==> src/sv/sfr_pkg.sv <==
package sfr_pkg;

  localparam int unsigned BYTE_W = 8;
  localparam int unsigned LEN_W  = 4;
  localparam int unsigned PAT_W  = 64;
  localparam int unsigned CNT_W  = 32;
  localparam int unsigned ADDR_W = 5;
  localparam int unsigned DATA_W = 64;
  localparam int unsigned RIDX_W = 3;

  // Register index, taken from paddr[4:3]
  localparam logic [1:0] REG_FIND_PAT = 2'd0;
  localparam logic [1:0] REG_FIND_LEN = 2'd1;
  localparam logic [1:0] REG_REPL_PAT = 2'd2;
  localparam logic [1:0] REG_REPL_LEN = 2'd3;

  typedef enum logic [1:0] {
    ST_IDLE,
    ST_SCAN,
    ST_REPL,
    ST_FLUSH
  } state_e;

  typedef enum logic [1:0] {
    SEL_HEAD,
    SEL_REPL,
    SEL_COUNT
  } out_sel_e;

  typedef struct packed {
    logic     accept;
    logic     emit;
    out_sel_e sel;
    logic     run_last;
    logic     shift;
    logic     match;
    logic     ridx_inc;
    logic     clr_total;
  } sfr_cmd_t;

  typedef struct packed {
    logic pc_zero;
    logic pc_one;
    logic head_ok;
    logic tail_ok;
    logic full;
    logic last;
    logic slot_free;
    logic repl_end;
    logic rlen_zero;
  } sfr_status_t;

endpackage

==> src/sv/sfr_regs.sv <==
module sfr_regs import sfr_pkg::*; #(
  parameter int unsigned MAX_FIND    = 8,
  parameter int unsigned MAX_REPLACE = 8
) (
  input  logic              clk_i,
  input  logic              rst_ni,
  input  logic              psel,
  input  logic              penable,
  input  logic              pwrite,
  input  logic [ADDR_W-1:0] paddr,
  input  logic [DATA_W-1:0] pwdata,
  output logic [DATA_W-1:0] prdata,
  output logic              pready,
  input  logic              pc_zero_i,
  output logic [PAT_W-1:0]  find_pat_o,
  output logic [LEN_W-1:0]  find_len_o,
  output logic [PAT_W-1:0]  repl_pat_o,
  output logic [LEN_W-1:0]  repl_len_o
);

  logic [PAT_W-1:0] find_pat_q, find_pat_d;
  logic [LEN_W-1:0] find_len_q, find_len_d;
  logic [PAT_W-1:0] repl_pat_q, repl_pat_d;
  logic [LEN_W-1:0] repl_len_q, repl_len_d;
  logic             wr_en;
  logic [1:0]       reg_idx;
  logic [LEN_W-1:0] wr_len;

  assign pready  = 1'b1;
  assign wr_en   = psel & penable & pwrite;
  assign reg_idx = paddr[4:3];
  assign wr_len  = pwdata[LEN_W-1:0];

  always_comb begin
    find_pat_d = find_pat_q;
    find_len_d = find_len_q;
    repl_pat_d = repl_pat_q;
    repl_len_d = repl_len_q;
    if (wr_en) begin
      case (reg_idx)
        REG_FIND_PAT: find_pat_d = pwdata;
        REG_FIND_LEN: begin
          // ignore while a partial match is held
          if (pc_zero_i) begin
            if (wr_len == '0) begin
              find_len_d = LEN_W'(1);
            end else if (wr_len > LEN_W'(MAX_FIND)) begin
              find_len_d = LEN_W'(MAX_FIND);
            end else begin
              find_len_d = wr_len;
            end
          end
        end
        REG_REPL_PAT: repl_pat_d = pwdata;
        REG_REPL_LEN: begin
          if (wr_len > LEN_W'(MAX_REPLACE)) begin
            repl_len_d = LEN_W'(MAX_REPLACE);
          end else begin
            repl_len_d = wr_len;
          end
        end
        default: ;
      endcase
    end
  end

  always_ff @(posedge clk_i or negedge rst_ni) begin
    if (!rst_ni) begin
      find_pat_q <= '0;
      find_len_q <= LEN_W'(1);
      repl_pat_q <= '0;
      repl_len_q <= '0;
    end else begin
      find_pat_q <= find_pat_d;
      find_len_q <= find_len_d;
      repl_pat_q <= repl_pat_d;
      repl_len_q <= repl_len_d;
    end
  end

  always_comb begin
    case (reg_idx)
      REG_FIND_PAT: prdata = find_pat_q;
      REG_FIND_LEN: prdata = DATA_W'(find_len_q);
      REG_REPL_PAT: prdata = repl_pat_q;
      REG_REPL_LEN: prdata = DATA_W'(repl_len_q);
      default:      prdata = '0;
    endcase
  end

  assign find_pat_o = find_pat_q;
  assign find_len_o = find_len_q;
  assign repl_pat_o = repl_pat_q;
  assign repl_len_o = repl_len_q;

endmodule

==> src/sv/sfr_dp.sv <==
module sfr_dp import sfr_pkg::*; #(
  parameter int unsigned MAX_FIND = 8
) (
  input  logic              clk_i,
  input  logic              rst_ni,
  input  logic [BYTE_W-1:0] in_byte_i,
  input  logic              in_last_i,
  input  logic [PAT_W-1:0]  find_pat_i,
  input  logic [LEN_W-1:0]  find_len_i,
  input  logic [PAT_W-1:0]  repl_pat_i,
  input  logic [LEN_W-1:0]  repl_len_i,
  input  sfr_cmd_t          cmd_i,
  output sfr_status_t       sts_o,
  output logic              pc_zero_o,
  output logic              out_valid_o,
  input  logic              out_ready_i,
  output logic [BYTE_W-1:0] out_byte_o,
  output logic              out_byte_valid_o,
  output logic              out_eos_o,
  output logic [CNT_W-1:0]  out_count_o,
  output logic              out_run_last_o
);

  logic [BYTE_W-1:0] win_q [MAX_FIND];
  logic [BYTE_W-1:0] win_d [MAX_FIND];
  logic [LEN_W-1:0]  pc_q, pc_d;
  logic [CNT_W-1:0]  total_q, total_d;
  logic [LEN_W-1:0]  ridx_q, ridx_d;
  logic              last_q, last_d;
  logic              head_ok, tail_ok;
  logic              slot_free;

  logic              ov_q, ov_d;
  logic [BYTE_W-1:0] ob_q, ob_d;
  logic              obv_q, obv_d;
  logic              oeos_q, oeos_d;
  logic [CNT_W-1:0]  ocnt_q, ocnt_d;
  logic              orl_q, orl_d;

  // prefix compare of the window, and of the window less its oldest byte
  always_comb begin
    head_ok = 1'b1;
    tail_ok = 1'b1;
    for (int i = 0; i < MAX_FIND; i++) begin
      if (LEN_W'(i) < pc_q && win_q[i] != find_pat_i[BYTE_W*i +: BYTE_W]) begin
        head_ok = 1'b0;
      end
    end
    for (int i = 0; i < MAX_FIND - 1; i++) begin
      if (LEN_W'(i + 1) < pc_q && win_q[i+1] != find_pat_i[BYTE_W*i +: BYTE_W]) begin
        tail_ok = 1'b0;
      end
    end
  end

  assign slot_free = !ov_q || out_ready_i;

  always_comb begin
    sts_o.pc_zero   = (pc_q == '0);
    sts_o.pc_one    = (pc_q == LEN_W'(1));
    sts_o.head_ok   = head_ok;
    sts_o.tail_ok   = tail_ok;
    sts_o.full      = (pc_q == find_len_i);
    sts_o.last      = last_q;
    sts_o.slot_free = slot_free;
    sts_o.repl_end  = (ridx_q == repl_len_i - LEN_W'(1));
    sts_o.rlen_zero = (repl_len_i == '0);
  end

  assign pc_zero_o = (pc_q == '0);

  always_comb begin
    win_d   = win_q;
    pc_d    = pc_q;
    total_d = total_q;
    ridx_d  = ridx_q;
    last_d  = last_q;
    if (cmd_i.accept) begin
      for (int i = 0; i < MAX_FIND; i++) begin
        if (pc_q == LEN_W'(i)) begin
          win_d[i] = in_byte_i;
        end
      end
      pc_d   = pc_q + LEN_W'(1);
      last_d = in_last_i;
    end
    if (cmd_i.shift) begin
      for (int i = 0; i < MAX_FIND - 1; i++) begin
        win_d[i] = win_q[i+1];
      end
      pc_d = pc_q - LEN_W'(1);
    end
    if (cmd_i.match) begin
      pc_d   = '0;
      ridx_d = '0;
      if (total_q != '1) begin
        total_d = total_q + CNT_W'(1);
      end
    end
    if (cmd_i.ridx_inc) begin
      ridx_d = ridx_q + LEN_W'(1);
    end
    if (cmd_i.clr_total) begin
      total_d = '0;
    end
  end

  // output register
  always_comb begin
    ov_d   = ov_q;
    ob_d   = ob_q;
    obv_d  = obv_q;
    oeos_d = oeos_q;
    ocnt_d = ocnt_q;
    orl_d  = orl_q;
    if (cmd_i.emit) begin
      ov_d  = 1'b1;
      orl_d = cmd_i.run_last;
      case (cmd_i.sel)
        SEL_HEAD: begin
          ob_d = win_q[0]; obv_d = 1'b1; oeos_d = 1'b0; ocnt_d = '0;
        end
        SEL_REPL: begin
          ob_d   = repl_pat_i[{ridx_q[RIDX_W-1:0], 3'b000} +: BYTE_W];
          obv_d  = 1'b1;
          oeos_d = 1'b0;
          ocnt_d = '0;
        end
        SEL_COUNT: begin
          ob_d = '0; obv_d = 1'b0; oeos_d = 1'b1; ocnt_d = total_q;
        end
        default: begin
          ob_d = '0; obv_d = 1'b0; oeos_d = 1'b0; ocnt_d = '0;
        end
      endcase
    end else if (out_ready_i) begin
      ov_d = 1'b0;
    end
  end

  always_ff @(posedge clk_i or negedge rst_ni) begin
    if (!rst_ni) begin
      pc_q    <= '0;
      total_q <= '0;
      ridx_q  <= '0;
      last_q  <= 1'b0;
      ov_q    <= 1'b0;
    end else begin
      pc_q    <= pc_d;
      total_q <= total_d;
      ridx_q  <= ridx_d;
      last_q  <= last_d;
      ov_q    <= ov_d;
    end
  end

  always_ff @(posedge clk_i) begin
    win_q  <= win_d;
    ob_q   <= ob_d;
    obv_q  <= obv_d;
    oeos_q <= oeos_d;
    ocnt_q <= ocnt_d;
    orl_q  <= orl_d;
  end

  assign out_valid_o      = ov_q;
  assign out_byte_o       = ob_q;
  assign out_byte_valid_o = obv_q;
  assign out_eos_o        = oeos_q;
  assign out_count_o      = ocnt_q;
  assign out_run_last_o   = orl_q;

  a_window_bound: assert property (@(posedge clk_i) disable iff (!rst_ni)
    pc_q <= find_len_i)
    else $error("window holds more bytes than the pattern");

  a_count_result: assert property (@(posedge clk_i) disable iff (!rst_ni)
    ov_q && oeos_q |-> orl_q && !obv_q)
    else $error("count result not marked as last text-free result");

  a_total_clear: assert property (@(posedge clk_i) disable iff (!rst_ni)
    cmd_i.clr_total |=> total_q == '0)
    else $error("match total not cleared after end of stream");

endmodule

==> src/sv/sfr_ctrl.sv <==
module sfr_ctrl import sfr_pkg::*; (
  input  logic        clk_i,
  input  logic        rst_ni,
  input  logic        in_valid_i,
  output logic        in_ready_o,
  input  sfr_status_t sts_i,
  output sfr_cmd_t    cmd_o
);

  state_e state_q, state_d;

  always_ff @(posedge clk_i or negedge rst_ni) begin
    if (!rst_ni) begin
      state_q <= ST_IDLE;
    end else begin
      state_q <= state_d;
    end
  end

  always_comb begin
    state_d    = state_q;
    in_ready_o = 1'b0;
    cmd_o      = '0;
    cmd_o.sel  = SEL_HEAD;
    case (state_q)
      ST_IDLE: begin
        in_ready_o = 1'b1;
        if (in_valid_i) begin
          cmd_o.accept = 1'b1;
          state_d      = ST_SCAN;
        end
      end
      ST_SCAN: begin
        if (sts_i.pc_zero || (sts_i.head_ok && !sts_i.full)) begin
          state_d = sts_i.last ? ST_FLUSH : ST_IDLE;
        end else if (sts_i.head_ok) begin
          cmd_o.match = 1'b1;
          if (sts_i.rlen_zero) begin
            state_d = sts_i.last ? ST_FLUSH : ST_IDLE;
          end else begin
            state_d = ST_REPL;
          end
        end else if (sts_i.slot_free) begin
          // drop oldest byte; rescan stops if the rest still matches
          cmd_o.emit     = 1'b1;
          cmd_o.sel      = SEL_HEAD;
          cmd_o.shift    = 1'b1;
          cmd_o.run_last = !sts_i.last && (sts_i.pc_one || sts_i.tail_ok);
        end
      end
      ST_REPL: begin
        if (sts_i.slot_free) begin
          cmd_o.emit     = 1'b1;
          cmd_o.sel      = SEL_REPL;
          cmd_o.ridx_inc = 1'b1;
          cmd_o.run_last = sts_i.repl_end && !sts_i.last;
          if (sts_i.repl_end) begin
            state_d = sts_i.last ? ST_FLUSH : ST_IDLE;
          end
        end
      end
      ST_FLUSH: begin
        if (sts_i.slot_free) begin
          cmd_o.emit = 1'b1;
          if (sts_i.pc_zero) begin
            cmd_o.sel       = SEL_COUNT;
            cmd_o.run_last  = 1'b1;
            cmd_o.clr_total = 1'b1;
            state_d         = ST_IDLE;
          end else begin
            cmd_o.sel   = SEL_HEAD;
            cmd_o.shift = 1'b1;
          end
        end
      end
      default: state_d = ST_IDLE;
    endcase
  end

  a_emit_slot: assert property (@(posedge clk_i) disable iff (!rst_ni)
    cmd_o.emit |-> sts_i.slot_free)
    else $error("result written into an occupied output register");

endmodule

==> src/sv/stream_find_and_replace.sv <==
// Channel   Dir  Payload                                    Accepted when
// s_axis    in   tdata[7:0] in_byte, tlast in_last          tvalid & tready
// m_axis    out  tdata out_byte/match_count, tuser flags,   tvalid & tready
//                tlast run_last
// apb       in   4 registers at 8*i, 64-bit data            psel & penable & pwrite
//
// Each byte is accepted, then the window is rescanned once per dropped byte
// and closed by a final scan, then the replacement bytes are emitted, and on
// the final byte the window is flushed before the match count is emitted.
// One result leaves per cycle while m_axis is ready, via a single output register.
// Reset clears window count, match total and the output valid.
// A stalled m_axis holds the controller wherever it emits.
module stream_find_and_replace import sfr_pkg::*; #(
  parameter int unsigned MAX_FIND    = 8,
  parameter int unsigned MAX_REPLACE = 8
) (
  input  logic              clk_i,
  input  logic              rst_ni,
  input  logic              s_axis_tvalid,
  output logic              s_axis_tready,
  input  logic [7:0]        s_axis_tdata,   // [7:0] in_byte
  input  logic              s_axis_tlast,
  output logic              m_axis_tvalid,
  input  logic              m_axis_tready,
  output logic [39:0]       m_axis_tdata,   // [7:0] out_byte, [39:8] match_count
  output logic [1:0]        m_axis_tuser,   // [0] byte_valid, [1] end_of_stream
  output logic              m_axis_tlast,
  input  logic              psel,
  input  logic              penable,
  input  logic              pwrite,
  input  logic [ADDR_W-1:0] paddr,
  input  logic [DATA_W-1:0] pwdata,
  output logic [DATA_W-1:0] prdata,
  output logic              pready
);

  logic [PAT_W-1:0]  find_pat, repl_pat;
  logic [LEN_W-1:0]  find_len, repl_len;
  logic              pc_zero;
  sfr_cmd_t          cmd;
  sfr_status_t       sts;
  logic [BYTE_W-1:0] out_byte;
  logic              out_byte_valid, out_eos;
  logic [CNT_W-1:0]  out_count;

  sfr_regs #(
    .MAX_FIND    (MAX_FIND),
    .MAX_REPLACE (MAX_REPLACE)
  ) u_regs (
    .clk_i      (clk_i),
    .rst_ni     (rst_ni),
    .psel       (psel),
    .penable    (penable),
    .pwrite     (pwrite),
    .paddr      (paddr),
    .pwdata     (pwdata),
    .prdata     (prdata),
    .pready     (pready),
    .pc_zero_i  (pc_zero),
    .find_pat_o (find_pat),
    .find_len_o (find_len),
    .repl_pat_o (repl_pat),
    .repl_len_o (repl_len)
  );

  sfr_ctrl u_ctrl (
    .clk_i      (clk_i),
    .rst_ni     (rst_ni),
    .in_valid_i (s_axis_tvalid),
    .in_ready_o (s_axis_tready),
    .sts_i      (sts),
    .cmd_o      (cmd)
  );

  sfr_dp #(
    .MAX_FIND (MAX_FIND)
  ) u_dp (
    .clk_i            (clk_i),
    .rst_ni           (rst_ni),
    .in_byte_i        (s_axis_tdata),
    .in_last_i        (s_axis_tlast),
    .find_pat_i       (find_pat),
    .find_len_i       (find_len),
    .repl_pat_i       (repl_pat),
    .repl_len_i       (repl_len),
    .cmd_i            (cmd),
    .sts_o            (sts),
    .pc_zero_o        (pc_zero),
    .out_valid_o      (m_axis_tvalid),
    .out_ready_i      (m_axis_tready),
    .out_byte_o       (out_byte),
    .out_byte_valid_o (out_byte_valid),
    .out_eos_o        (out_eos),
    .out_count_o      (out_count),
    .out_run_last_o   (m_axis_tlast)
  );

  assign m_axis_tdata = {out_count, out_byte};
  assign m_axis_tuser = {out_eos, out_byte_valid};

endmodule

==> config.mk <==
export PLATFORM = sky130hd
export DESIGN_NAME = stream_find_and_replace
export DESIGN_NICKNAME = d
export VERILOG_FILES = /design/src/sv/sfr_pkg.sv /design/src/sv/sfr_regs.sv /design/src/sv/sfr_dp.sv /design/src/sv/sfr_ctrl.sv /design/src/sv/stream_find_and_replace.sv
export SDC_FILE = /design/constraint.sdc
export NUM_CORES = 1
export LEC_CHECK = 0
export BUFFER_PORTS_ARGS = -buffer_cell sky130_fd_sc_hd__buf_2
export CAP_MARGIN = 10
export CORE_MARGIN = 4
export CORE_UTILIZATION = 53
export CTS_CLUSTER_DIAMETER = 40
export DETAILED_ROUTE_END_ITERATION = 6
export HOLD_SLACK_MARGIN = 0.12
export PLACE_DENSITY = 0.74
export RECOVER_POWER = 50
export SLEW_MARGIN = 20
export SYNTH_ARGS = -nofsm -noshare
export SYNTH_HDL_FRONTEND = slang
export SYNTH_SLANG_ARGS = --single-unit
==> constraint.sdc <==
create_clock -name clk_i -period 3.52 [get_ports clk_i]
set_clock_uncertainty 0.1 [all_clocks]
set_input_delay 0.176 -clock clk_i [delete_from_list [all_inputs] [get_ports clk_i]]
set_output_delay 0.176 -clock clk_i [all_outputs]
set_load 0.005 [all_outputs]
# == Word-level counts from Yosys, hierarchy flattened ==
# Index checks and enable logic that the tools add are counted.
# word_totals
elab_cells,207
output_inout_bits,110
input_bits,85
ff_bits,287
# classes
n_reduce_logical,58
eq_ne,39
bitwise,2
muxes,70
addsub,5
order_cmp,9
shift,1
# op_table
operator,n
$pmux 64 s4,1
$ne 8x8->1,15
$mux 32,3
$mux 64,1
$mux 8,8
$shiftx 64x7->8,1
$mux 56,1
$add 32x1->32 const B,1
$mux 4,8
$ne 32x32->1 const B,1
$mux 1,30
$reduce_and 2->1,12
$reduce_bool 2->1,12
$mux 2,10
$logic_and 1x1->1,18
$eq 4x3->1 const B,4
$lt 3x4->1 const A,4
$pmux 8 s2,1
$mux 5,3
$logic_not 4->1,3
$pmux 4 s3,1
$eq 2x2->1 const B,5
$add 4x1->4 const B,2
$eq 4x2->1 const B,2
other kinds (21),37

# == Logic depth before layout (Yosys ltp) ==
# Gate-level depths: netlist of the first run.
# logic_depth
ltp_word,18
ltp_mapped,11
ltp_nobuf,9

# == Modules after synthesis ==
# From an unflattened synthesis of the first run, not the netlist that was laid out.
# hier_totals
cells_unflattened,1269
hier_area_um2,15197.1
# by_module_without_submodules
module,seq_area_each_um2,area_each_um2,n_inst,cells_each
sfr_dp,4264.1,8582.0,1,789
sfr_regs,3404.5,6334.8,1,440
sfr_ctrl,50.0,265.3,1,38
stream_find_and_replace,0.0,15.0,1,2

# == Worst setup path before layout of the first run ==
# No wires, ideal clock.
# synth_timing
path_type,register to register
startpoint,register u_dp.pc_q[0]
endpoint,"register u_dp.ob_q[0], in the netlist u_dp.out_byte_o[0], enable pin"
required_time_ps,2977
setup_time_ps,443
arrival_ps,3325
n_path_buf,0
path_slack_ps,-348
path_stages_with_launch,9
period_less_slack_ps,3868
path_cell_list,dfrtp_1 > inv_1 > ha_1 > o21a_1 > a21oi_1 > nor4_4 > nand3_1 > a21oi_1 > nor2_1
# synth_rtl
element,line_no,source
from (decl),sfr_dp.sv:26,"logic [LEN_W-1:0] pc_q, pc_d;"
from (signal assigned),sfr_dp.sv:149,pc_q <= pc_d;
to (signal assigned),sfr_dp.sv:159,ob_q <= ob_d;
to (decl),sfr_dp.sv:34,"logic [BYTE_W-1:0] ob_q, ob_d;"

# == Final worst setup path of the first run ==
# layout_timing
startpoint,"register u_regs.find_pat_q[46], in the netlist u_regs.find_pat_o[46]"
endpoint,register u_dp.total_q[28]
# layout_between
elab_chain_len,11
elab_cells_between_ends,12
classes_between,eq/ne (1); mux (6); reduce/logical (5)
# layout_lines
element,line_no,source
from (decl),sfr_regs.sv:21,"logic [PAT_W-1:0] find_pat_q, find_pat_d;"
from (signal assigned),sfr_regs.sv:74,find_pat_q <= find_pat_d;
$ne 8x8->1 (*),sfr_dp.sv:45,if (LEN_W'(i) < pc_q && win_q[i] != find_pat_i[BYTE_W*i +: BYTE_W]) begin
$logic_and 1x1->1 (*),sfr_dp.sv:45,
$mux 1 (*) (3 in a row),sfr_dp.sv:45,
$logic_and 1x1->1,sfr_ctrl.sv:34,if (sts_i.pc_zero || (sts_i.head_ok && !sts_i.full)) begin
$logic_or 1x1->1,sfr_ctrl.sv:34,
$mux 6 (*),sfr_ctrl.sv:34,
$mux 1 (*),sfr_ctrl.sv:25,case (state_q)
$reduce_bool 2->1 (no source line) (*),--,
$reduce_and 2->1 (no source line) (*),--,
to (signal assigned),sfr_dp.sv:150,total_q <= total_d;
to (decl),sfr_dp.sv:27,"logic [CNT_W-1:0] total_q, total_d;"
# Every way passes the cells marked *; elsewhere a longest branch is shown, timed or not.
# A chain may end at the register's enable or synchronous reset.

==> results.yml, run 1 <==
layout:
  final-instance-count-excl-fill: 1834
  area_growth_pct: 24.5
  fin_nets: 1551
  antennaDiodeCount: 0
  finalCoreUtilization_pct: 67.3
  drive_above_1_share_pct: 28.6
synthesis:
  async_flop_share_pct: 62.7
  synth_area_per_cell_um2: 12.2
  ys.flop_type: "dfrtp_1"
  synthDistinctLibCells: 50
  synth.most_common_cell: "dfrtp_1"
  synth_area_um2: 14600
  ys_seq_area_share_pct: 52.9
  synth_top_area_share_pct: 30.7
  yosysWarnings: 0
  synth_cells: 1195
  ys_top_cells_by_count: "dfrtp_1 (179), mux2_2 (131), xor2_1 (118), edfxtp_1 (107), nor2_1 (102)"
  synth_nets: 1287
  yosys.area.top_type: "dfrtp_1"
  synth-edff-count: 107
  ys_ff_latch: 287
  synth_area_leaders: "dfrtp_1 (31%), edfxtp_1 (22%), mux2_2 (10%)"
clock_tree:
  ctsRootBufferMaster: "clkbuf_16"
  numCtsBuffers: 42
  clk_pin_slew_ns: 0.05
  h-tree-depth: 2
  cts_tree: "done"
  cts.path.max_buffers: 3
  cts.sinks: 287
  cts_setup_buffers: 0
  clk_latency_ns: 0.53
flow_run:
  drv_cap: 4
sta:
  maxSlewHeadroom_pct: -51.8
  fmax_ghz: 0.310
  hold_viol: 0
  slew_violations: 250
  fin_crit_sh_pct: 91.6
  hold_ws_ns: 0.250
  rsz0062_at_grt: "false"
  setup_violations: 0
  fin_setup_tns_ns: 0
  postLayoutSetupSlackWorst_ns: 0.297
  worst_pin_slew_ns: 2.28
  period_minus_slack_ns: 3.22
setup_path:
  startpoint_type: "flop"
  cpPeakStageDelay_ns: 0.46
  endpoint_kind: "flop"
  cp_slowest_cell: "nor4_1"
  crit_type: "reg2reg"
  arrival_ns: 3.57
  worst_path_most_repeated_cell: "a21oi_1"
  cp_cell_sequence: "xor2_1 > nor4_1 > a21oi_1 > nor4_4 > nand4_2 > buf_4 > or2_1 > or4_1 > a21oi_1"
  cp_max_fo: 15
  worstPathRequired_ns: 3.86
global_routing:
  grt_pass1_vias: 10800
  grt_antenna_before_repair: 0
  grt_max_degree: 90
  grt_usage_pct: 25.0
  grt_pass1_wl_um: 60400
  overflow: 0
route:
  totalWireLength_um: 38500
  dr.pass1.iters: 5
  antenna_left: 0
  vias_per_cell: 5.76
  drt_iter0_markers: 795
  drc_errors: 0
  vias: 10600
  wire_per_inst_um: 21.0
placement:
  dp.cells: 1679
  hpwl_um: 26700
  io_buffer_count: 190
  gp_congestion: 0.909
  dp_slack_ns: 0.365
floorplan:
  coreArea_um2: 27000
  initial_core_util_pct: 54.0
  rows: 60
  fp.dieW_um: 174
  dieArea_um2: 30300
  die_y_um: 174
  ios: 195
pwr:
  vdd_ir_drop_max_mv: 0.464
  leakage_uw: 0.00832
  p_per_area_nw_per_um2: 769
hold_path:
  holdCritPathClass: "in2reg"
outcome:
  violations: "capacitance limit, slew limit"
  status: "finished, violations left"
worst max-delay path: cells and delay by family, from the launching register on:
family / cells / cell delay (ns)
XOR/XNOR: 1 / 0.18
AND/OR/NAND/NOR: 5 / 1.80
buffers and inverters: 1 / 0.25
flip-flops: 1 / 0.44
AO/OA/AOI/OAI: 2 / 0.36
per-stage QoR:
stage	power (µW)	area (µm²)
after floorplan	7980	14600
after global routing	14700	18200
after global placement	9330	15900
after CTS	14000	18300
final	14000	18200
after detailed placement	9430	15900
cell families (layout without fill, tap and decap cells):
| family | Yosys count | count (layout) | share of synthesized area (%) |
|---|---|---|---|
| flops | 287 | 287 | 52.9 |
| fa+ha+maj | 7 | 7 | 0.600 |
| other cells | 1 | 1 | 0.0257 |
| compound gates | 132 | 132 | 5.98 |
| simple gates | 310 | 310 | 11.0 |
| xor+xnor | 155 | 155 | 9.30 |
| buf+inv | 81 | 379 | 2.19 |
| mux | 222 | 222 | 18.1 |
power breakdown:
group	switching (µW)	total, µW	internal (µW)
sequential	1170	5790	4620
combinational	1900	3730	1820
clock	1610	4470	2850
layer usage:
layer	GRT usage [%]	share of wire, %	vias up	wire (µm)
li1	-	-	4832	-
met1	33.6	42	5305	16000
met2	42.5	50	370	19200
met3	4.28	6.2	59	2380
met4	6.76	2.4	0	940
met5	0	0	-	0
worst paths after layout:
kind / start / to / slack (ns) / depth (start not counted)
hold / removal: penable / u_regs.repl_len_o[2] / 0.25 / 4
setup reg to reg: u_regs.find_pat_o[46] / u_dp.total_q[28] / 0.30 / 9
min in group asynchronous: rst_ni / u_regs.repl_pat_o[24] / 0.74 / 2
hold reg to reg: u_regs.repl_pat_o[59] / u_regs.repl_pat_o[59] / 0.43 / 1
setup / recovery: u_regs.find_pat_o[46] / u_dp.total_q[28] / 0.30 / 9
max in group asynchronous: rst_ni / u_regs.find_pat_o[2] / 1.01 / 3
sequential cells by signal, summed over array words and instances, names as in the netlist:
signal                 flops
u_dp.win_q                64
u_regs.repl_pat_o         64
u_regs.find_len_o          4
u_dp.pc_q                  4
u_dp.total_q              32
u_ctrl.state_q             2
u_dp.out_count_o          32
u_dp.out_byte_o            8
u_dp.out_byte_valid_o      1
u_dp.ridx_q                4
u_dp.out_run_last_o        1
u_dp.out_eos_o             1
u_regs.find_pat_o         64
u_dp.last_q                1
u_regs.repl_len_o          4
u_dp.out_valid_o           1
cell usage in the layout, fill, tap and decap left out, drive strengths merged, types with 22 or more instances in the layout:
| cell type | netlist | layout |
|---|---|---|
| nand2 | 38 | 38 |
| mux2 | 131 | 131 |
| dlygate4sd3 | 0 | 77 |
| nor2 | 103 | 103 |
| edfxtp | 107 | 107 |
| nor4 | 36 | 36 |
| nand3 | 26 | 26 |
| buf | 18 | 181 |
| and2 | 33 | 33 |
| dfrtp | 179 | 179 |
| o21ai | 28 | 28 |
| inv | 14 | 22 |
| xor2 | 118 | 118 |
| a21oi | 24 | 24 |
| clkbuf | 49 | 78 |
| a21o | 63 | 63 |
| mux2i | 71 | 71 |
| xnor2 | 37 | 37 |
layout make-up:
| type | count | area [µm²] |
|---|---|---|
| Fill cell | 2012 | 8850 |
| Sequential cell | 287 | 7720 |
| Multi-Input combinational cell | 827 | 6600 |
| Timing Repair Buffer | 287 | 1850 |
| Clock buffer | 49 | 1160 |
| Tap cell | 341 | 427 |
| Clock inverter | 29 | 374 |
| Inverter | 14 | 52.6 |
what timing repair did:
| item | CTS | global route |
|---|---|---|
| resized for setup | 0 | 0 |
| endpoints found under the hold margin | 234 | 0 |
| hold buffers | 77 | 0 |
No activity file was read; power rests on OpenSTA's default activity.
==> run 2: changes to the inputs <==
--- a/config.mk
+++ b/config.mk
@@ -17,4 +17,5 @@
 export SLEW_MARGIN = 20
 export SYNTH_ARGS = -nofsm -noshare
 export SYNTH_HDL_FRONTEND = slang
+export SYNTH_HIERARCHICAL = 1
 export SYNTH_SLANG_ARGS = --single-unit
==> run 2 against run 1 <==
Effect of this change:
- the run still ends with capacitance limit, slew limit left
- routed wire length increased by 9.7%
- worst setup slack got worse by 0.26 ns
- synthesized area increased by 4.1%
- first-iteration DRC count increased by 23%
- global-route usage increased by 1.6 points
- cell count increased by 10%
- hold slack improved by 0.069 ns
- critical endpoint is now u_dp/total_q[26]
- largest cell class unchanged
- largest power group unchanged
==> results.yml, run 2 <==
synthesis:
  synth_top_area_share_pct: 29.5
  synthDistinctLibCells: 70
  synth-compound-area-share_pct: 4.38
  synth-edff-count: 107
  synth.most_common_cell: "dfrtp_1"
  synth_cells: 1269
  synthXorXnorAreaFrac_pct: 7.95
  synthSimpleGateAreaFrac_pct: 13.5
  ys_seq_area_share_pct: 50.8
  synth_area_per_cell_um2: 12.0
  yosysWarnings: 6
  synth_area_leaders: "dfrtp_1 (29%), edfxtp_1 (21%), mux2_4 (6.1%)"
  ys.flop_type: "dfrtp_1"
  synthMuxAreaShare_pct: 19.5
  yosys.area.top_type: "dfrtp_1"
  ys_top_cells_by_count: "dfrtp_1 (179), nand2_1 (146), edfxtp_1 (107), nor2_1 (98), xnor2_1 (98)"
  ys_ff_latch: 287
  synth_top_family_by_area: "multiplexers"
  synth_nets: 1363
  async_flop_share_pct: 62.7
  synth_area_um2: 15200
  synth_fa_ha_area_share_pct: 0.741
pwr:
  vdd_ir_drop_max_mv: 0.390
  leakage_uw: 0.00850
  clkPwrFrac_pct: 26.1
  p_per_area_nw_per_um2: 796
  switching_share_pct: 35.4
  p_switching_uw: 5440
  p_comb_share_pct: 34.8
  total_power_uw: 15400
  pwr-share-seq_pct: 39.1
  power.internal_uw: 9920
sta:
  rsz0062_at_grt: "true"
  period_minus_slack_ns: 3.48
  maxSlewHeadroom_pct: -28.5
  worst_pin_slew_ns: 1.92
  fmax_ghz: 0.287
  slew_violations: 161
  setup_violations: 0
  fin_crit_sh_pct: 98.9
  hold_viol: 0
route:
  antenna_left: 0
  drt_iter0_markers: 981
  dr.pass1.iters: 5
  drc_errors: 0
  vias: 11700
  wire_per_inst_um: 20.9
  vias_per_cell: 5.76
  totalWireLength_um: 42200
placement:
  dpl-instance-area_um2: 17000
  gp_congestion: 0.942
  hpwl_um: 29100
  io_buffer_count: 190
setup_path:
  endpoint_kind: "flop"
  cpPeakStageDelay_ns: 0.51
  cp_max_fo: 4
  arrival_ns: 3.81
  crit_buf_inv: 1
  startpoint_type: "flop"
  crit_family: "simple AND/OR/NAND/NOR gates"
  cp_cell_sequence: "xor2_2 > nor4_4 > a21oi_2 > or4_4 > nor3_2 > buf_4 > and4_4 > and3_4 > nand4_1 > nand4b_1 > or3_1 > a21oi_1"
  cp_slowest_cell: "or4_4"
  worstPathRequired_ns: 3.85
  crit_type: "reg2reg"
clock_tree:
  numCtsBuffers: 40
  ctsRootBufferMaster: "clkbuf_16"
  clk_latency_ns: 0.53
  h-tree-depth: 2
  cts.sinks: 287
  cts_tree: "done"
  cts.path.max_buffers: 3
  clk_pin_slew_ns: 0.06
layout:
  seq_area_um2: 7720
  antennaDiodeCount: 0
  finalInstanceArea_um2: 19300
  drive_above_1_share_pct: 30.4
  fin_nets: 1710
  multi_input_area_um2: 7180
  final_common_cell: "dfrtp_1"
  finalCoreUtilization_pct: 68.9
  area_growth_pct: 27.0
  fill_cells: 1980
  mostFrequentLayoutCells: "dfrtp_1 (178), nand2_1 (146), buf_2 (118)"
floorplan:
  fp.dieW_um: 177
  rows: 61
  initial_core_util_pct: 54.3
  coreArea_um2: 28000
  dieArea_um2: 31400
  die_y_um: 177
  ios: 195
outcome:
  violations: "capacitance limit, slew limit"
  status: "finished, violations left"
global_routing:
  grt_pass1_wl_um: 65100
  grt_pass1_vias: 11800
  grt_max_degree: 76
  overflow: 0
  grt_antenna_before_repair: 0
  grt_usage_pct: 26.6
flow_run:
  drv_cap: 3
hold_path:
  holdCritPathClass: "in2reg"
run 2: changes by cell type in the layout (fill, tap and decap cells not counted), moves of 26 or more:
cell / change
nand2_1: +110
xor2_1: -81
buf_4: +79
mux2_4: +63
a21o_1: -61
xnor2_1: +61
mux2_2: -60
buf_2: -44
clkbuf_1: +38
nor4_1: -28
nand4_1: +26
run 2: logic make-up after synthesis:
| logic type | count (synthesis) |
|---|---|
| buffers and inverters | 88 |
| muxes | 230 |
| AOI/OAI and AO/OA | 101 |
| xor gates and xnor gates | 138 |
| DFF | 287 |
| other | 1 |
| and+or+nand+nor | 415 |
| adders and majority gates | 9 |
run 2: layer usage:
layer	track usage, %	share of wire [%]
met1	36.2	41
met3	3.49	6.7
met4	10.0	3.5
met5	0	0
met2	44.1	49
run 2: final timing paths:
| check | startpoint | endpoint | slack [ns] | depth (start not counted) |
|---|---|---|---|---|
| max | u_regs/find_pat_o[50] | u_dp/total_q[26] | 0.04 | 12 |
| min | s_axis_tdata[3] | u_dp/win_q[3] | 0.32 | 2 |
| max reg2reg | u_regs/find_pat_o[50] | u_dp/total_q[26] | 0.04 | 12 |
| min reg2reg | u_regs/repl_pat_o[47] | u_regs/repl_pat_o[47] | 0.43 | 1 |
| max in group asynchronous | rst_ni | u_regs/repl_pat_o[2] | 0.56 | 3 |
| min in group asynchronous | rst_ni | u_regs/repl_pat_o[43] | 0.63 | 2 |
run 2: per-stage QoR:
stage          setup TNS [ns]  std cells  setup slack, ns  hold WS (ns)
3_3_place_gp            -1.62       1863           -0.219         0.154
5_1_grt               -0.0657       2025          -0.0357         0.321
3_5_place_dp            -1.11       1863           -0.213         0.154
6_report                    0       2025           0.0404         0.319
2_1_floorplan               0       1269            0.134        -0.220
4_1_cts                     0       2019          0.00401         0.170
run 2: what timing repair did:
item / in CTS / in global routing
setup endpoints to repair: 40 / 101
buffers inserted: 2 / 6
pin swaps: 3 / 17
hold buffers: 81 / 0
gates resized for setup: 6 / 25
hold endpoints to repair: 264 / 0
run 2: layout make-up:
class / count / share of cell area, %
sequential: 287 / 40.0
multi-input combinational: 894 / 37.2
timing repair buffer: 376 / 13.0
clock buffer: 47 / 5.54
tap: 378 / 2.45
clock inverter: 26 / 1.48
inverter: 17 / 0.331
run 2: power by group through the flow:
stage / Sequential (µW) / Clock (µW) / Combinational, µW
final: 6000 / 4020 / 5340
after detailed placement: 6000 / 0 / 4990
after global routing: 6140 / 4210 / 5770
after global placement: 5930 / 0 / 4870
after CTS: 5960 / 4060 / 5140
after floorplan: 5750 / 0 / 3140
run 2: worst register-to-register path, stage by stage, from the launching register on:
cell and delay (ns):
dfrtp_2 0.46, xor2_2 0.21, nor4_4 0.35, a21oi_2 0.09
or4_4 0.51, nor3_2 0.15, buf_4 0.13, and4_4 0.22
and3_4 0.17, nand4_1 0.14, nand4b_1 0.34, or3_1 0.37
a21oi_1 0.15
==> run 3: changes to the inputs <==
--- a/config.mk
+++ b/config.mk
@@ -7,13 +7,12 @@
 export LEC_CHECK = 0
 export BUFFER_PORTS_ARGS = -buffer_cell sky130_fd_sc_hd__buf_2
 export CAP_MARGIN = 10
-export CORE_MARGIN = 4
+export CORE_MARGIN = 2
 export CORE_UTILIZATION = 53
 export CTS_CLUSTER_DIAMETER = 40
 export DETAILED_ROUTE_END_ITERATION = 6
 export HOLD_SLACK_MARGIN = 0.12
 export PLACE_DENSITY = 0.74
-export RECOVER_POWER = 50
 export SLEW_MARGIN = 20
 export SYNTH_ARGS = -nofsm -noshare
 export SYNTH_HDL_FRONTEND = slang
==> run 3 against run 2 <==
Effect of this change:
- critical endpoint unchanged
- the flow finishes with violations (setup timing)
- combinational power down 0.7%
- highest routed layer unchanged
- non-clock buffer count up 4
- routed wire length down 0.81%
- largest power group unchanged
==> results.yml, run 3 (synthesis results as in run 2) <==
outcome:
  status: "finished, violations left"
  violations: "setup timing"
layout:
  finalCoreUtilization_pct: 69.5
  final_common_cell: "buf_2"
  finalInstanceArea_um2: 19500
  area_growth_pct: 28.1
  fin_nets: 1715
  mostFrequentLayoutCells: "buf_2 (188), dfrtp_1 (179), nand2_1 (138)"
  final-instance-count-excl-fill: 2032
  drive_above_1_share_pct: 34.6
  antennaDiodeCount: 0
clock_tree:
  cts.path.max_buffers: 3
  numCtsBuffers: 41
  ctsRootBufferMaster: "clkbuf_16"
  cts_tree: "done"
  clk_latency_ns: 0.54
  clk_pin_slew_ns: 0.06
  cts.sinks: 287
  h-tree-depth: 2
global_routing:
  overflow: 0
  grt_max_degree: 92
  grt_usage_pct: 27.6
  grt_pass1_wl_um: 64900
  grt_pass1_vias: 11700
  grt_antenna_before_repair: 1
setup_path:
  crit_buf_inv: 1
  crit_family: "simple AND/OR/NAND/NOR gates"
  cp_slowest_cell: "or4_4"
  cp_cell_sequence: "xor2_1 > nor4_2 > a21oi_1 > or4_4 > nor3_2 > buf_4 > and4_4 > and3_4 > nand4_1 > nand4b_1 > or3_4 > a21oi_2"
  cp_max_fo: 4
  worstPathRequired_ns: 3.88
  startpoint_type: "flop"
  arrival_ns: 3.90
  endpoint_kind: "flop"
  crit_type: "reg2reg"
  cpPeakStageDelay_ns: 0.44
route:
  antenna_left: 0
  wire_per_inst_um: 20.6
  vias_per_cell: 5.67
  vias: 11500
  totalWireLength_um: 41900
  drt_iter0_markers: 1066
  dr.pass1.iters: 6
  drc_errors: 0
floorplan:
  coreArea_um2: 28000
  die_y_um: 173
  rows: 61
  initial_core_util_pct: 54.3
  ios: 195
  fp.dieW_um: 173
  dieArea_um2: 30000
sta:
  slew_violations: 0
  fin_setup_tns_ns: -0.0200
  fin_crit_sh_pct: 101
  rsz0062_at_grt: "true"
  maxSlewHeadroom_pct: 31.5
  worst_pin_slew_ns: 1.03
  fmax_ghz: 0.282
  period_minus_slack_ns: 3.54
  postLayoutSetupSlackWorst_ns: -0.0200
  hold_viol: 0
  setup_violations: 1
pwr:
  switching_share_pct: 34.6
  clkPwrFrac_pct: 27.4
  vdd_ir_drop_max_mv: 0.501
  p_per_area_nw_per_um2: 799
  pwr-share-seq_pct: 38.5
  leakage_uw: 0.00879
  power.internal_uw: 10200
  p_switching_uw: 5370
  p_comb_share_pct: 34.1
placement:
  dp_slack_ns: -0.247
  io_buffer_count: 190
  hpwl_um: 29000
  gp_congestion: 0.952
  dp.cells: 1872
  dpl-instance-area_um2: 17000
hold_path:
  holdCritPathClass: "in2reg"
flow_run:
  drv_cap: 0
run 3: cell count changes in the layout (fill, tap and decap cells not counted), moves of 3 or more:
cell / previous run / this run
nand2_2: 0 / 8
clkinv_4: 6 / 1
clkbuf_2: 14 / 0
buf_2: 118 / 188
clkbuf_1: 64 / 5
nand2_1: 146 / 138
clkinv_2: 1 / 4
buf_4: 96 / 108
clkbuf_8: 2 / 5
run 3: through the flow:
stage	total power (µW)	hold WS (ns)
4_1_cts	15400	0.260
6_report	15500	0.292
3_5_place_dp	11000	0.104
3_3_place_gp	10800	0.113
2_1_floorplan	8890	-0.220
5_1_grt	16300	0.297
run 3: repair_timing:
| action | 4_1_cts | 5_1_grt |
|---|---|---|
| pin swaps | 1 | 9 |
| hold buffers | 82 | 0 |
| endpoints found under the hold margin | 298 | 0 |
| resized for setup | 6 | 23 |
| endpoints found under the setup margin | 81 | 97 |
| buffers inserted | 0 | 2 |
run 3: final timing paths:
check,cells after the start,startpoint,to,slack (ns)
min,2,s_axis_tdata[1],u_dp/win_q[1],0.29
max reg2reg,12,u_dp/win_q[60],u_dp/total_q[26],-0.02
min in group asynchronous,3,rst_ni,u_regs/repl_pat_o[59],0.54
min reg2reg,2,u_regs/find_len_o[0],u_regs/find_len_o[0],0.42
max,12,u_dp/win_q[60],u_dp/total_q[26],-0.02
max in group asynchronous,4,rst_ni,u_regs/find_len_o[0],1.96
run 3: layout make-up:
class / instances / area [µm²]
fill: 1957 / 8550
sequential: 287 / 7720
multi-input combinational: 894 / 7150
timing repair buffer: 380 / 2610
clock buffer: 52 / 1140
tap: 378 / 473
clock inverter: 24 / 308
inverter: 17 / 63.8
run 3: routing by layer:
metal	vias to the layer above	share of wire [%]	track usage [%]
met5	-	0	0
met4	0	2.5	9.64
met3	72	7.1	3.82
met2	528	49	46.5
met1	5690	41	36.7
li1	5222	-	-
run 3: worst register-to-register path, cell delays in order (launching register included):
cell	delay, ns
edfxtp_1	0.39
xor2_1	0.20
nor4_2	0.42
a21oi_1	0.17
or4_4	0.44
nor3_2	0.15
buf_4	0.13
and4_4	0.25
and3_4	0.18
nand4_1	0.16
nand4b_1	0.32
or3_4	0.42
a21oi_2	0.13
run 3: power by group through the flow:
stage / combinational, µW / sequential, µW / clock, µW
2_1_floorplan: 3140 / 5750 / 0
3_3_place_gp: 4890 / 5930 / 0
3_5_place_dp: 5010 / 5990 / 0
4_1_cts: 5170 / 5950 / 4320
5_1_grt: 5710 / 6130 / 4460
6_report: 5300 / 5990 / 4260
